$ cat src/rtl/core/fop_pkg.sv
// Shared types, constants and field tables for the forward open request parser.
// No dependencies; fop_step, fop_queue and the top level refer to it by scoped names.
package fop_pkg;

  localparam logic [5:0] HDR_NORMAL = 6'd36;
  localparam logic [5:0] HDR_LARGE  = 6'd40;
  localparam int         NUM_FIELDS = 14;

  // result kinds
  localparam logic [2:0] KIND_FIELD = 3'd0;
  localparam logic [2:0] KIND_PATH  = 3'd1;
  localparam logic [2:0] KIND_DONE  = 3'd2;
  localparam logic [2:0] KIND_SHORT = 3'd3;
  localparam logic [2:0] KIND_TRUNC = 3'd4;

  // header field tags that need special handling
  localparam logic [3:0] TAG_OT_PARAMS = 4'd9;
  localparam logic [3:0] TAG_TO_PARAMS = 4'd11;
  localparam logic [3:0] TAG_PATH_SIZE = 4'd13;

  // field start offset and length, indexed [layout][tag]
  localparam logic [5:0] FLD_START [2][NUM_FIELDS] = '{
    '{6'd0, 6'd1, 6'd2, 6'd6, 6'd10, 6'd12, 6'd14, 6'd18, 6'd22, 6'd26, 6'd28, 6'd32,
      6'd34, 6'd35},
    '{6'd0, 6'd1, 6'd2, 6'd6, 6'd10, 6'd12, 6'd14, 6'd18, 6'd22, 6'd26, 6'd30, 6'd34,
      6'd38, 6'd39}
  };
  localparam logic [2:0] FLD_LEN [2][NUM_FIELDS] = '{
    '{3'd1, 3'd1, 3'd4, 3'd4, 3'd2, 3'd2, 3'd4, 3'd1, 3'd4, 3'd2, 3'd4, 3'd2, 3'd1, 3'd1},
    '{3'd1, 3'd1, 3'd4, 3'd4, 3'd2, 3'd2, 3'd4, 3'd1, 3'd4, 3'd4, 3'd4, 3'd4, 3'd1, 3'd1}
  };

  typedef struct packed {
    logic [2:0]  result_kind;
    logic [3:0]  field_tag;
    logic [31:0] field_value;
    logic        owner_flag;
    logic [1:0]  conn_kind;
    logic [1:0]  connection_priority;
    logic        variable_size;
    logic [15:0] conn_size;
    logic [9:0]  consumed_bytes;
    logic        last_result;
  } res_t;

  // up to two results pushed into the output queue per byte
  typedef struct packed {
    logic [1:0] n;
    res_t       r0;
    res_t       r1;
  } push_t;

  typedef struct packed {
    logic [9:0]  offset;
    logic        long_fmt;
    logic [31:0] acc;
    logic [7:0]  path_words;
    logic        finished;
  } pstate_t;

  // Splits a network connection parameter word into its subfields.
  function automatic res_t decode_params(input res_t r, input logic long_fmt);
    res_t o;
    o = r;
    if (long_fmt) begin
      o.owner_flag          = r.field_value[31];
      o.conn_kind           = r.field_value[30:29];
      o.connection_priority = r.field_value[27:26];
      o.variable_size       = r.field_value[25];
      o.conn_size           = r.field_value[15:0];
    end else begin
      o.owner_flag          = r.field_value[15];
      o.conn_kind           = r.field_value[14:13];
      o.connection_priority = r.field_value[11:10];
      o.variable_size       = r.field_value[9];
      o.conn_size           = {7'd0, r.field_value[8:0]};
    end
    return o;
  endfunction

endpackage

$ cat src/rtl/core/fop_if.sv
// Valid/ready channel interfaces for the parser's byte input and result output.
// Depends on nothing; the top level uses one instance of each.
interface fop_in_if;
  logic       valid;
  logic       ready;
  logic [7:0] data_byte;
  logic       large_format;
  logic       frame_end;

  modport source (output valid, output data_byte, output large_format, output frame_end,
                  input ready);
  modport sink   (input valid, input data_byte, input large_format, input frame_end,
                  output ready);
endinterface

interface fop_out_if;
  logic        valid;
  logic        ready;
  logic [2:0]  result_kind;
  logic [3:0]  field_tag;
  logic [31:0] field_value;
  logic        owner_flag;
  logic [1:0]  conn_kind;
  logic [1:0]  connection_priority;
  logic        variable_size;
  logic [15:0] conn_size;
  logic [9:0]  consumed_bytes;
  logic        last_result;

  modport source (output valid, output result_kind, output field_tag, output field_value,
                  output owner_flag, output conn_kind,
                  output connection_priority, output variable_size,
                  output conn_size, output consumed_bytes, output last_result,
                  input ready);
  modport sink   (input valid, input result_kind, input field_tag, input field_value,
                  input owner_flag, input conn_kind,
                  input connection_priority, input variable_size,
                  input conn_size, input consumed_bytes, input last_result,
                  output ready);
endinterface

$ cat src/rtl/core/fop_step.sv
// One parser step: takes the current byte and parser state, gives next state
// and up to two results. Pure combinational; uses fop_pkg.
module fop_step (
  input  fop_pkg::pstate_t st,
  input  logic [7:0]       data_byte,
  input  logic             large_format,
  input  logic             frame_end,
  output fop_pkg::pstate_t st_nxt,
  output fop_pkg::push_t   push
);

  logic        lat;
  logic [5:0]  hdr;
  logic        in_hdr;
  logic [5:0]  off6;
  logic        hit;
  logic [3:0]  tag;
  logic [1:0]  pos;
  logic        fld_last;
  logic [31:0] acc_nxt;
  logic        field_res;
  logic [7:0]  pw_eff;
  logic [10:0] off_p1;
  logic        done;
  logic        err;
  logic        prim;
  logic        sec;
  fop_pkg::res_t prim_r;
  fop_pkg::res_t sec_r;

  always_comb begin
    lat    = (st.offset == 10'd0) ? large_format : st.long_fmt;
    hdr    = lat ? fop_pkg::HDR_LARGE : fop_pkg::HDR_NORMAL;
    in_hdr = st.offset < {4'd0, hdr};
    off6   = st.offset[5:0];
    off_p1 = {1'b0, st.offset} + 11'd1;

    // fields never overlap, so at most one entry matches
    hit      = 1'b0;
    tag      = '0;
    pos      = '0;
    fld_last = 1'b0;
    for (int t = 0; t < fop_pkg::NUM_FIELDS; t++) begin
      if (off6 >= fop_pkg::FLD_START[lat][t] &&
          {1'b0, off6} < {1'b0, fop_pkg::FLD_START[lat][t]} +
                         {4'd0, fop_pkg::FLD_LEN[lat][t]}) begin
        hit      = 1'b1;
        tag      = 4'(t);
        pos      = 2'(off6 - fop_pkg::FLD_START[lat][t]);
        fld_last = ({1'b0, pos} + 3'd1) == fop_pkg::FLD_LEN[lat][t];
      end
    end

    acc_nxt = (pos == 2'd0) ? {24'd0, data_byte}
                            : st.acc | ({24'd0, data_byte} << {pos, 3'b000});
    field_res = in_hdr && hit && fld_last;
    pw_eff    = (field_res && tag == fop_pkg::TAG_PATH_SIZE) ? data_byte : st.path_words;

    if (in_hdr)
      done = (off_p1 == {5'd0, hdr}) && (pw_eff == 8'd0);
    else
      done = off_p1 == ({5'd0, hdr} + {2'd0, pw_eff, 1'b0});
    err  = frame_end && !done;
    prim = !st.finished && (field_res || !in_hdr);
    sec  = !st.finished && (done || err);

    prim_r = '0;
    if (in_hdr) begin
      prim_r.result_kind = fop_pkg::KIND_FIELD;
      prim_r.field_tag   = tag;
      prim_r.field_value = acc_nxt;
      if (tag == fop_pkg::TAG_OT_PARAMS || tag == fop_pkg::TAG_TO_PARAMS)
        prim_r = fop_pkg::decode_params(prim_r, lat);
    end else begin
      prim_r.result_kind = fop_pkg::KIND_PATH;
      prim_r.field_value = {24'd0, data_byte};
    end

    sec_r = '0;
    if (done) begin
      sec_r.result_kind    = fop_pkg::KIND_DONE;
      sec_r.consumed_bytes = off_p1[9:0];
    end else if (off_p1 < {5'd0, hdr}) begin
      sec_r.result_kind = fop_pkg::KIND_SHORT;
    end else begin
      sec_r.result_kind = fop_pkg::KIND_TRUNC;
    end
    sec_r.last_result = 1'b1;
    prim_r.last_result = !sec;

    push.n  = {1'b0, prim} + {1'b0, sec};
    push.r0 = prim ? prim_r : sec_r;
    push.r1 = sec_r;

    st_nxt = st;
    if (!st.finished) begin
      st_nxt.offset     = off_p1[9:0];
      st_nxt.long_fmt   = lat;
      st_nxt.path_words = pw_eff;
      st_nxt.finished   = done;
      if (in_hdr && hit)
        st_nxt.acc = acc_nxt;
    end
    if (frame_end)
      st_nxt = '0;
  end

endmodule

$ cat src/rtl/core/fop_queue.sv
// Four-entry result queue: takes up to two results a cycle, gives one per transfer.
// Uses fop_pkg types.
module fop_queue (
  input  logic            clk,
  input  logic            rst_n,
  input  fop_pkg::push_t  push,
  output logic            space2,
  output logic            head_valid,
  input  logic            head_ready,
  output fop_pkg::res_t   head
);

  fop_pkg::res_t q_r [4];
  logic [1:0] wr_ptr_r, wr_ptr_nxt;
  logic [1:0] rd_ptr_r, rd_ptr_nxt;
  logic [2:0] count_r, count_nxt;
  logic       pop;

  assign head_valid = count_r != 3'd0;
  assign head       = q_r[rd_ptr_r];
  assign pop        = head_valid && head_ready;
  assign space2     = count_r <= 3'd2;

  always_comb begin
    wr_ptr_nxt = wr_ptr_r + push.n;
    rd_ptr_nxt = rd_ptr_r + {1'b0, pop};
    count_nxt  = count_r + {1'b0, push.n} - {2'd0, pop};
  end

  always_ff @(posedge clk) begin
    if (!rst_n) begin
      wr_ptr_r <= '0;
      rd_ptr_r <= '0;
      count_r  <= '0;
    end else begin
      wr_ptr_r <= wr_ptr_nxt;
      rd_ptr_r <= rd_ptr_nxt;
      count_r  <= count_nxt;
    end
  end

  always_ff @(posedge clk) begin
    if (push.n != 2'd0)
      q_r[wr_ptr_r] <= push.r0;
    if (push.n == 2'd2)
      q_r[wr_ptr_r + 2'd1] <= push.r1;
  end

endmodule

$ cat src/rtl/core/forward_open_request_parser.sv
// Forward open request parser, one byte per transfer, results through a 4-deep queue.
// A byte is registered, then its results enter the queue. Throughput: one byte per cycle
// while the queue has room for two results; a byte with two results needs two output
// transfers, absorbed by the queue, so rate is bounded by the output's one result/cycle.
// Reset: synchronous active-low rst_n clears parser state, input stage and queue at once.
// Depends on fop_pkg, fop_if, fop_step and fop_queue.
module forward_open_request_parser (
  input logic           clk,
  input logic           rst_n,
  fop_in_if.sink        in_ch,
  fop_out_if.source     out_ch
);

  logic             s1_valid_r;
  logic [7:0]       s1_byte_r;
  logic             s1_large_r;
  logic             s1_end_r;
  fop_pkg::pstate_t st_r;
  fop_pkg::pstate_t st_nxt;
  fop_pkg::push_t   step_push;
  fop_pkg::push_t   q_push;
  fop_pkg::res_t    head;
  logic             space2;
  logic             advance;
  logic             in_xfer;

  assign advance     = s1_valid_r && space2;
  assign in_ch.ready = !s1_valid_r || space2;
  assign in_xfer     = in_ch.valid && in_ch.ready;

  fop_step u_step (
    .st           (st_r),
    .data_byte    (s1_byte_r),
    .large_format (s1_large_r),
    .frame_end    (s1_end_r),
    .st_nxt       (st_nxt),
    .push         (step_push)
  );

  always_comb begin
    q_push = step_push;
    if (!advance)
      q_push.n = 2'd0;
  end

  fop_queue u_queue (
    .clk        (clk),
    .rst_n      (rst_n),
    .push       (q_push),
    .space2     (space2),
    .head_valid (out_ch.valid),
    .head_ready (out_ch.ready),
    .head       (head)
  );

  assign out_ch.result_kind         = head.result_kind;
  assign out_ch.field_tag           = head.field_tag;
  assign out_ch.field_value         = head.field_value;
  assign out_ch.owner_flag          = head.owner_flag;
  assign out_ch.conn_kind           = head.conn_kind;
  assign out_ch.connection_priority = head.connection_priority;
  assign out_ch.variable_size       = head.variable_size;
  assign out_ch.conn_size           = head.conn_size;
  assign out_ch.consumed_bytes      = head.consumed_bytes;
  assign out_ch.last_result         = head.last_result;

  always_ff @(posedge clk) begin
    if (!rst_n) begin
      s1_valid_r <= 1'b0;
      st_r       <= '0;
    end else begin
      if (in_xfer)
        s1_valid_r <= 1'b1;
      else if (advance)
        s1_valid_r <= 1'b0;
      if (advance)
        st_r <= st_nxt;
    end
  end

  always_ff @(posedge clk) begin
    if (in_xfer) begin
      s1_byte_r  <= in_ch.data_byte;
      s1_large_r <= in_ch.large_format;
      s1_end_r   <= in_ch.frame_end;
    end
  end

endmodule
$ cat src/flat_wrapper.sv
// flat-port wrapper written by rule: the top's interface ports become plain ports
module forward_open_request_parser_flat 
  (clk, rst_n, in_ch_valid, in_ch_data_byte, in_ch_large_format, in_ch_frame_end, in_ch_ready, out_ch_valid, out_ch_result_kind, out_ch_field_tag, out_ch_field_value, out_ch_owner_flag, out_ch_conn_kind, out_ch_connection_priority, out_ch_variable_size, out_ch_conn_size, out_ch_consumed_bytes, out_ch_last_result, out_ch_ready);
  fop_in_if in_ch_i ();
  fop_out_if out_ch_i ();
  input logic clk;
  input logic rst_n;
  input wire logic [$bits(in_ch_i.valid)-1:0] in_ch_valid;
  input wire logic [$bits(in_ch_i.data_byte)-1:0] in_ch_data_byte;
  input wire logic [$bits(in_ch_i.large_format)-1:0] in_ch_large_format;
  input wire logic [$bits(in_ch_i.frame_end)-1:0] in_ch_frame_end;
  output wire logic [$bits(in_ch_i.ready)-1:0] in_ch_ready;
  output wire logic [$bits(out_ch_i.valid)-1:0] out_ch_valid;
  output wire logic [$bits(out_ch_i.result_kind)-1:0] out_ch_result_kind;
  output wire logic [$bits(out_ch_i.field_tag)-1:0] out_ch_field_tag;
  output wire logic [$bits(out_ch_i.field_value)-1:0] out_ch_field_value;
  output wire logic [$bits(out_ch_i.owner_flag)-1:0] out_ch_owner_flag;
  output wire logic [$bits(out_ch_i.conn_kind)-1:0] out_ch_conn_kind;
  output wire logic [$bits(out_ch_i.connection_priority)-1:0] out_ch_connection_priority;
  output wire logic [$bits(out_ch_i.variable_size)-1:0] out_ch_variable_size;
  output wire logic [$bits(out_ch_i.conn_size)-1:0] out_ch_conn_size;
  output wire logic [$bits(out_ch_i.consumed_bytes)-1:0] out_ch_consumed_bytes;
  output wire logic [$bits(out_ch_i.last_result)-1:0] out_ch_last_result;
  input wire logic [$bits(out_ch_i.ready)-1:0] out_ch_ready;
  assign in_ch_i.valid = in_ch_valid;
  assign in_ch_i.data_byte = in_ch_data_byte;
  assign in_ch_i.large_format = in_ch_large_format;
  assign in_ch_i.frame_end = in_ch_frame_end;
  assign in_ch_ready = in_ch_i.ready;
  assign out_ch_valid = out_ch_i.valid;
  assign out_ch_result_kind = out_ch_i.result_kind;
  assign out_ch_field_tag = out_ch_i.field_tag;
  assign out_ch_field_value = out_ch_i.field_value;
  assign out_ch_owner_flag = out_ch_i.owner_flag;
  assign out_ch_conn_kind = out_ch_i.conn_kind;
  assign out_ch_connection_priority = out_ch_i.connection_priority;
  assign out_ch_variable_size = out_ch_i.variable_size;
  assign out_ch_conn_size = out_ch_i.conn_size;
  assign out_ch_consumed_bytes = out_ch_i.consumed_bytes;
  assign out_ch_last_result = out_ch_i.last_result;
  assign out_ch_i.ready = out_ch_ready;
  forward_open_request_parser u_core (.clk(clk), .rst_n(rst_n), .in_ch(in_ch_i), .out_ch(out_ch_i));
endmodule
$ cat config.mk
export PLATFORM = sky130hd
export DESIGN_NAME = forward_open_request_parser_flat
export DESIGN_NICKNAME = d
export VERILOG_FILES = /design/src/rtl/core/fop_pkg.sv /design/src/rtl/core/fop_if.sv /design/src/rtl/core/fop_step.sv /design/src/rtl/core/fop_queue.sv /design/src/rtl/core/forward_open_request_parser.sv /design/src/flat_wrapper.sv
export SDC_FILE = /design/constraint.sdc
export NUM_CORES = 1
export LEC_CHECK = 0
export ABC_AREA = 0
export BUFFER_PORTS_ARGS = -buffer_cell sky130_fd_sc_hd__buf_2
export CAP_MARGIN = 30
export CORE_ASPECT_RATIO = 1.75
export CORE_MARGIN = 8
export CORE_UTILIZATION = 60
export CTS_CLUSTER_SIZE = 25
export DETAILED_ROUTE_END_ITERATION = 8
export PLACE_DENSITY = 0.79
export SLEW_MARGIN = 20
export SYNTH_ARGS = -nofsm -noshare
export SYNTH_HDL_FRONTEND = slang
export SYNTH_SLANG_ARGS = --single-unit
$ cat constraint.sdc
create_clock -name clk -period 14.3 [get_ports clk]
set_clock_uncertainty 0.2 [all_clocks]
set_input_delay 0.715 -clock clk [delete_from_list [all_inputs] [get_ports clk]]
set_output_delay 0.715 -clock clk [all_outputs]
set_load 0.02 [all_outputs]
==> metrics.yaml <==
run_status:
  status: "finished clean"
setup_path:
  critPathLaunchType: "flop"
  slowest_stage: "nor3_2"
  max_stage_delay_ns: 0.76
  critical_path_class: "reg -> reg"
  endpoint_kind: "flop"
  crit_arrival_ns: 8.87
  worstPathMaxFanout: 59
  required_ns: 14.32
  cp_common_cell: "ha_1"
pwr:
  peakVddDrop_mv: 0.126
  combPwrFrac: 0.255
  switchingPower_w: 0.000893
  power_w: 0.00276
  p_clk_frac: 0.300
  p_leak_nw: 6.46
  seq_power_share: 0.445
  netSwitchingFraction: 0.324
  p_per_area_mw_per_mm2: 157
  p_int_w: 0.00186
timing:
  fmax_mhz: 113
  hold-worst-slack_ns: 0.124
  setup_slack_ns: 5.44
  worst_pin_slew_ns: 1.01
  slew_headroom: 0.328
  setup_tns_ns: 0
  post-route-period-util: 0.619
  drv_slew: 0
  period_needed_ns: 8.86
  hold_viol: 0
  rsz0062_at_grt: "no"
  setup_violations: 0
grt:
  grt_pass1_vias: 12700
  gr-total-overflow: 0
  grt_max_degree: 63
  antenna_found_initial: 0
  grt_first_pass_wirelength_microns: 71400
  grt.total_usage: 0.282
clock_tree:
  clkTransAtPathRegs_ns: 0.07
  htreeDepth: 1
  insertion_delay_ns: 0.58
  cts_made_buffers: 31
  ctsHoldBuffers: 0
  cts_sinks: 358
  clockBufferDepth: 3
  cts_tree: "done"
  root_buffer: "clkbuf_16"
  cts_resized: 0
  cts_setup_buffers: 0
detailed_routing:
  drtAntennaViolNets: 0
  wl_per_cell_microns: 24.7
  wl_microns: 45800
  routed-via-count: 12400
  drc: 0
  via_per_inst: 6.72
  drt_iter0_markers: 927
  first_pass_iters: 5
synth:
  syn_area_per_cell_sq_um: 10.8
  synth-seq-area-share: 0.489
  yosys_warnings: 0
  synth_nets: 1508
  async_flop_share: 0
  synthCells: 1471
  synth.distinct_cells: 85
  synth_flop_cell: "dfxtp_1"
  ys_ff_latch: 358
  synth-edff-count: 62
  syn_area_sq_mm: 0.0159
place:
  dp_hpwl_microns: 31400
  gp_congestion: 0.940
  place_ws_ns: 5.57
  io_buffers: 87
die:
  die_h_microns: 232
  core_area_sq_mm: 0.0264
  rows: 79
  io_pins: 88
  die_w_microns: 139
  initial_core_util: 0.604
  die_area_sq_mm: 0.0322
finish:
  nNetsFinal: 1541
  final_common_cell: "dfxtp_1"
  final_cell_mix: "dfxtp_1, nand2_1, a22o_1"
  drive_above_1_share: 0.189
  antenna_cells: 0
  syn2layout_area_growth_pct: 9.94
run:
  maxCapViolations: 0
hold_path:
  min_path_type: "in -> reg"
-- layer usage --
layer	global-route usage	part of all wire	vias to the layer above
li1	-	-	5589
met1	0.296	0.35	6153
met2	0.498	0.51	503
met3	0.0404	0.054	184
met4	0.231	0.084	0
met5	0	0	-
-- cells by family after synthesis --
| group | share of synthesized area |
|---|---|
| AOI/OAI and AO/OA | 0.197 |
| DFF | 0.489 |
| and+or+nand+nor | 0.128 |
| adders and majority gates | 0.0190 |
| muxes | 0.118 |
| xor gates and xnor gates | 0.0137 |
| buffers and inverters | 0.0355 |
-- power groups by stage --
stage	Clock [W]	Sequential, W	Combinational [W]
finish	0.000826	0.00123	0.000702
global route	0.000873	0.00124	0.000749
CTS	0.000835	0.00123	0.000702
detailed placement	0	0.00125	0.000699
global placement	0	0.00124	0.000689
floorplan	0	0.00119	0.000535
-- cell type report --
type	count	area, sq um
clock buffer	42	887
clock inverter	13	105
fill	1991	8880
inverter	28	105
multi-input combinational	977	7620
sequential	358	7790
tap	324	405
timing repair buffer	108	591
-- state kept, by name, summed over array words and instances (netlist names) --
| register | cells |
|---|---|
| u_core.u_queue.q_r | 288 |
| u_core.st_r | 52 |
| u_core.s1_byte_r | 8 |
| u_core.u_queue.count_r | 3 |
| u_core.u_queue.rd_ptr_r | 2 |
| u_core.u_queue.wr_ptr_r | 2 |
| u_core.s1_end_r | 1 |
| u_core.s1_large_r | 1 |
| u_core.s1_valid_r | 1 |
-- worst max-delay path: cells and delay by family (launching register included) --
kind | cells | cell delay [ns]
buffers and inverters | 6 | 2.10
AOI/OAI and AO/OA | 8 | 1.67
and+or+nand+nor | 5 | 1.49
adders and majority gates | 4 | 1.32
muxes | 3 | 0.77
DFF | 1 | 0.72
xor gates and xnor gates | 1 | 0.16
-- final timing paths --
kind	startpoint	endpoint	slack, ns	cells past startpoint
setup / recovery	u_core.st_r[43]	u_core.u_queue.q_r[0][10]	5.44	27
hold / removal	in_ch_data_byte[1]	u_core.s1_byte_r[1]	0.12	1
setup reg to reg	u_core.st_r[43]	u_core.u_queue.q_r[0][10]	5.44	27
hold reg to reg	u_core.u_queue.q_r[0][33]	u_core.u_queue.q_r[0][33]	0.25	2
-- cells in the mapped netlist (20+ instances only) --
master	number	area share
a21oi_1	51	0.016
a22o_1	139	0.076
and2_1	20	0.0079
buf_2	20	0.0063
clkbuf_1	69	0.016
dfxtp_1	296	0.37
edfxtp_1	62	0.12
ha_1	21	0.016
inv_1	26	0.0061
mux2i_1	24	0.015
mux4_2	72	0.10
nand2_1	161	0.038
nor2_1	42	0.0099
nor2b_1	25	0.0098
nor3_1	44	0.014
o21ai_0	126	0.040
xnor2_1	20	0.011
-- stage by stage --
step | utilization | area [sq um] | cells
2_1_floorplan | - | 15900 | 1471
3_3_place_gp | 0.626 | 16500 | 1794
3_5_place_dp | 0.626 | 16500 | 1794
4_1_cts | 0.663 | 17500 | 1849
5_1_grt | 0.663 | 17500 | 1850
6_report | 0.663 | 17500 | 1850
(Power assumes the default switching activity.)
